===== src/hw/rtl/bba_ram.sv =====
// bba_ram: generic single-write, single-read ram with registered read data
// no dependencies
`default_nettype none

module bba_ram #(
  parameter int WIDTH = 8,
  parameter int DEPTH = 256
) (
  input  wire logic                     clk,
  input  wire logic                     we,
  input  wire logic [$clog2(DEPTH)-1:0] waddr,
  input  wire logic [WIDTH-1:0]         wdata,
  input  wire logic [$clog2(DEPTH)-1:0] raddr,
  output logic      [WIDTH-1:0]         rdata
);

  logic [WIDTH-1:0] mem [DEPTH];

  // write port
  always_ff @(posedge clk) begin
    if (we) begin
      mem[waddr] <= wdata;
    end
  end

  // registered read port
  always_ff @(posedge clk) begin
    rdata <= mem[raddr];
  end

endmodule

`default_nettype wire


===== config.mk =====
export PLATFORM = sky130hd
export DESIGN_NAME = bba_ram
export DESIGN_NICKNAME = d
export VERILOG_FILES = /design/src/hw/rtl/bba_ram.sv
export SDC_FILE = /design/constraint.sdc
export NUM_CORES = 2
export LEC_CHECK = 0
export BUFFER_PORTS_ARGS = -buffer_cell sky130_fd_sc_hd__buf_2
export CAP_MARGIN = 40
export CORE_MARGIN = 2
export CORE_UTILIZATION = 45
export DETAILED_ROUTE_END_ITERATION = 7
export HOLD_SLACK_MARGIN = 0.12
export SLEW_MARGIN = 15
export SYNTH_ARGS = -nofsm -noshare
export SYNTH_HDL_FRONTEND = slang
export SYNTH_SLANG_ARGS = --single-unit
export TNS_END_PERCENT = 10

===== constraint.sdc =====
create_clock -name clk -period 6.3 [get_ports clk]
set_clock_uncertainty 0.05 [all_clocks]
set_input_delay 0.945 -clock clk [delete_from_list [all_inputs] [get_ports clk]]
set_output_delay 0.945 -clock clk [all_outputs]
set_load 0.02 [all_outputs]

After elaboration in Yosys (flattened, before gate mapping)
Memories as Yosys holds them, arrays and structs flattened. A register that Yosys moved wholly into a read port is not among the register bits.
Index checks and enable logic that the tools add are counted.

operators by class
  muxes and demuxes = 2

operators by type and width
  cell               number
  two-way mux 1 bit  2

storage, ports and cells
  flip-flop bits (word level) = 0
  memories kept = 1
  memory bits (writable) = 2048

memories
  memory  depth  width  read ports  clocked after memory_dff  wr ports  line  text
  mem     256    8      1           1                         1         17    logic [WIDTH-1:0] mem [DEPTH];

Logic depth before layout (Yosys ltp)
  depth in word-level cells = 2
  gate-level depth with buffers = 11
  mapped depth without buffers = 6

Worst setup path after synthesis
Ideal clock, no wire load.

  kind = in2reg
  from = in raddr[0]
  to = reg rdata[2], read port of mem
  data arrival time = 2.752 ns
  setup slack = 3.367 ns
  data required time = 6.119 ns
  cell stages on the path = 9
  cells stage by stage = buf_6 -> buf_12 -> buf_8 -> buf_2 -> mux4_2 -> a22oi_1 -> a21oi_1 -> nor4_1 -> nor4_2

RTL lines
  item         line  text
  from (decl)  13    input wire logic [$clog2(DEPTH)-1:0] raddr,
  to (decl)    14    output logic [WIDTH-1:0] rdata

==> key figures <==
Status
  – Status: complete, no violations

Synthesis
  – Simple-Gate Fraction of Synth Area: 0.0263
  – Synth area leader: edfxtp_1
  – Syn avg cell area: 21.3 µm²
  – Syn Nets: 3759
  – Post-Synthesis Cells: 3733
  – Post-synth EDFFs: 2048
  – Share of the synthesized area in the top cell type: 0.773
  – Post-synthesis share of cell area spent on full adders, half adders and majority gates: 0
  – Synth Area in Compound Gates: 0.0342
  – Largest family of logic cells by synthesized area: multiplexers
  – Xor/xnor share of the synthesized area: 0
  – Netlist cell types: 55
  – Prevailing post-synth register cell: edfxtp_1
  – Yosys warning count: 0
  – Mux share of post-synthesis cell area: 0.146
  – Post-synth ARST share: 0
  – Synth Cell Area: 79600 µm²
  – Seq/Total Area, Yosys: 0.775
  – Area contributors post-synth: edfxtp_1 77%, mux4_2 13%, mux2i_1 1.7%
  – Synth Register Bits: 2056

Hold path
  – HP Class: in -> reg
  – Hold path depth: 1
  – Worst Hold End: mem[219][2]$_DFFE_PP_
  – Min-delay src: wdata[2]

Power and ir drop
  – P_leak: 0.0278 µW
  – Share of power burned in registers: 0.536
  – Pwr per Cell Area: 314 nW/µm²
  – Internal power: 22100 µW
  – Max IR drop VDD: 0.289 mV
  – Total power: 28200 µW
  – Sw Share: 0.216
  – Clock power share: 0.414
  – Comb power frac: 0.050
  – Psw: 6090 µW

Global routing
  – Vias in the first global route: 38600
  – Global-route wire length before repair: 286000 µm
  – Antenna violations before repair: 13
  – Largest net degree at the start of global routing: 185
  – GRT Total Usage: 0.221
  – Total gr overflow: 0

STA
  – Fin. Hold Viols: 0
  – Worst Setup Slack, final: 2.47 ns
  – Final period util: 0.608
  – Worst slew pin tran: 1.16 ns
  – Final slew viol count: 0
  – Relative slew slack: 0.228
  – Setup_tns: 0 ns
  – Fin crit period: 3.83 ns
  – Unrepaired setup endpoints after global routing: false
  – Final setup viols: 0
  – Fmax: 261 MHz

Floorplan
  – Site Rows: 154
  – Io pins: 34
  – Core box area: 176000 µm²
  – Die span in y: 424 µm
  – Starting Density: 0.452
  – Die W: 424 µm
  – Die ar.: 180000 µm²

Critical path
  – FF-to-FF End: rdata[5]$_DFF_P_
  – Critical path type: in -> reg
  – Worst Path Max Fanout: 49
  – CP endpoint kind: flip-flop
  – R2r setup slk: 3.48 ns
  – Worst r2r src: mem[26][5]$_DFFE_PP_
  – Critical-path top delay cell: nor4_1
  – Worst Path Arrival: 4.47 ns
  – Critical Path Max Stage Delay: 0.71 ns
  – R2R cell count: 7
  – Data required, critical path: 6.94 ns
  – Startpoint types: input port
  – Top delay family on crit path: buffers and inverters
  – Critical-path cell list: buf_8 > buf_12 > buf_12 > buf_4 > mux4_2 > a22oi_1 > a21oi_1 > nor4_1 > buf_4 > nor4_1
  – CP Buf/Inv Count: 5

CTS
  – Num CTS Buffers: 200
  – Register clock-pin slew on the reported worst setup and hold paths: 0.06 ns
  – Clock sink count: 2056
  – Clk Latency, worst-skew pair: 0.84 ns
  – Setup Fix Bufs, Post-CTS: 0
  – CTS tree: done
  – Post-CTS Resized: 0
  – Cts hold-fix bufs: 0
  – CTS H-Tree Depth: 4
  – Clock Path Buffers: 3
  – Root buf cell: clkbuf_16

Cells and area
  – Nets: 3974
  – Fin cells: 6460
  – Fillers: 13700
  – Final Util: 0.511
  – Area Growth Syn to Fin: 12.9%
  – Fraction of layout cells with a size suffix above 1: 0.243

Drt
  – Drt pass-1 iters: 6
  – DRC Markers: 0
  – Routed Antenna Nets: 0
  – DRT iter0 DRCs: 5073
  – Routed WL per cell: 31.0 µm
  – Routed wire length: 200000 µm
  – Routed vias/inst: 6.08
  – Total number of vias: 39300

Job
  – Maxcap violations: 0

Placement
  – Placed cell count: 6054
  – # port buffers: 33
  – GPL Wtd Cong: 0.853
  – DP HPWL: 124000 µm
  – Dpl ws: 1.59 ns
per-layer routing:
metal / wire length, µm / track usage / up-vias / part of all wire
li1: - / - / 16100 / -
met1: 84100 / 0.328 / 20900 / 0.42
met2: 93200 / 0.336 / 1902 / 0.46
met3: 17400 / 0.0401 / 307 / 0.087
met4: 5800 / 0.0693 / 4 / 0.029
met5: 27 / 0 / - / 0.00013
placed cells by master, fill, tap and decap left out, types with 46 or more instances in the layout:
master,instances
nor2_1,279
edfxtp_1,2048
a22oi_1,133
buf_4,166
a21oi_1,95
mux2i_1,134
clkbuf_1,47
clkbuf_16,201
clkinv_1,48
mux4_2,454
o221ai_1,46
per-stage QoR:
step                hold WS [ns]  area, µm²
finish                     0.499      89900
global route               0.509      89900
CTS                        0.482      89500
detailed placement         0.985      83100
global placement           0.970      82200
floorplan                  0.720      79600
cells by family after synthesis:
kind of cell	Yosys count
buffers and inverters	235
AO/OA/AOI/OAI	385
multiplexers	591
AND/OR/NAND/NOR	466
flip-flops	2056
power by group through the flow:
stage | sequential, µW | clock [µW] | combinational (µW)
after detailed placement | 15400 | 0 | 1390
final | 15100 | 11700 | 1390
after CTS | 15100 | 11800 | 1390
after global placement | 15400 | 0 | 1360
after floorplan | 15400 | 0 | 733
after global routing | 15100 | 12400 | 1470
cells in the mapped netlist, types with 2 or more instances:
master and n:
a2111oi_1 2, a311oi_1 2, and3b_1 2, clkbuf_1 111
a2111oi_0 2, a22oi_1 133, nand2b_1 8, a22o_1 8
dfxtp_1 8, nand3_1 34, buf_8 13, o21ai_1 2
o21ai_0 10, a211oi_1 16, buf_2 31, or2_2 4
edfxtp_1 2048, nor2_1 282, a21oi_1 96, buf_4 27
o32ai_1 4, buf_12 8, buf_1 22, nand3b_1 2
a31oi_1 2, o22ai_1 28, mux4_2 454, nor4_1 24
o221ai_1 46, a221oi_1 13, nor2b_1 31, mux4_1 2
o22a_1 5, nor4_2 3, buf_6 21, nand2_1 33
nor3_1 22, mux2i_1 134, o211ai_1 10, nand4_1 10
and2_1 6
worst reg2reg max path, cell delays in order, from the launching register on:
cell and delay [ns]:
edfxtp_1 0.37, mux4_2 0.46, a22o_1 0.29, a221oi_1 0.36, o221ai_1 0.22, a211oi_1 0.55, buf_2 0.30, nor4_1 0.08
layout make-up:
type,instances,area (µm²),share of cell area
timing repair buffer,246,2360,0.0262
antenna,6,15.0,0.000167
tap,2340,2930,0.0326
multi-input combinational,1442,16500,0.184
clock buffer,250,5230,0.0582
inverter,2,7.51,0.0000835
sequential,2056,61700,0.686
clock inverter,118,1140,0.0127
worst max-delay path by stage:
stage,from,end,slack (ns),cells after the start
final,raddr[0],rdata[4]$_DFF_P_,2.47,10
after global routing,raddr[0],rdata[4]$_DFF_P_,2.30,11
after CTS,raddr[0],rdata[4]$_DFF_P_,2.48,11
after detailed placement,raddr[0],rdata[4]$_DFF_P_,1.59,10
after global placement,raddr[0],rdata[7]$_DFF_P_,1.47,8
after floorplan,raddr[0],rdata[2]$_DFF_P_,3.37,9
registers in the layout, indices dropped and copies added, names as in the netlist:
signal,cells
mem,2048
rdata,8
No activity file was read; power rests on OpenSTA's default activity.
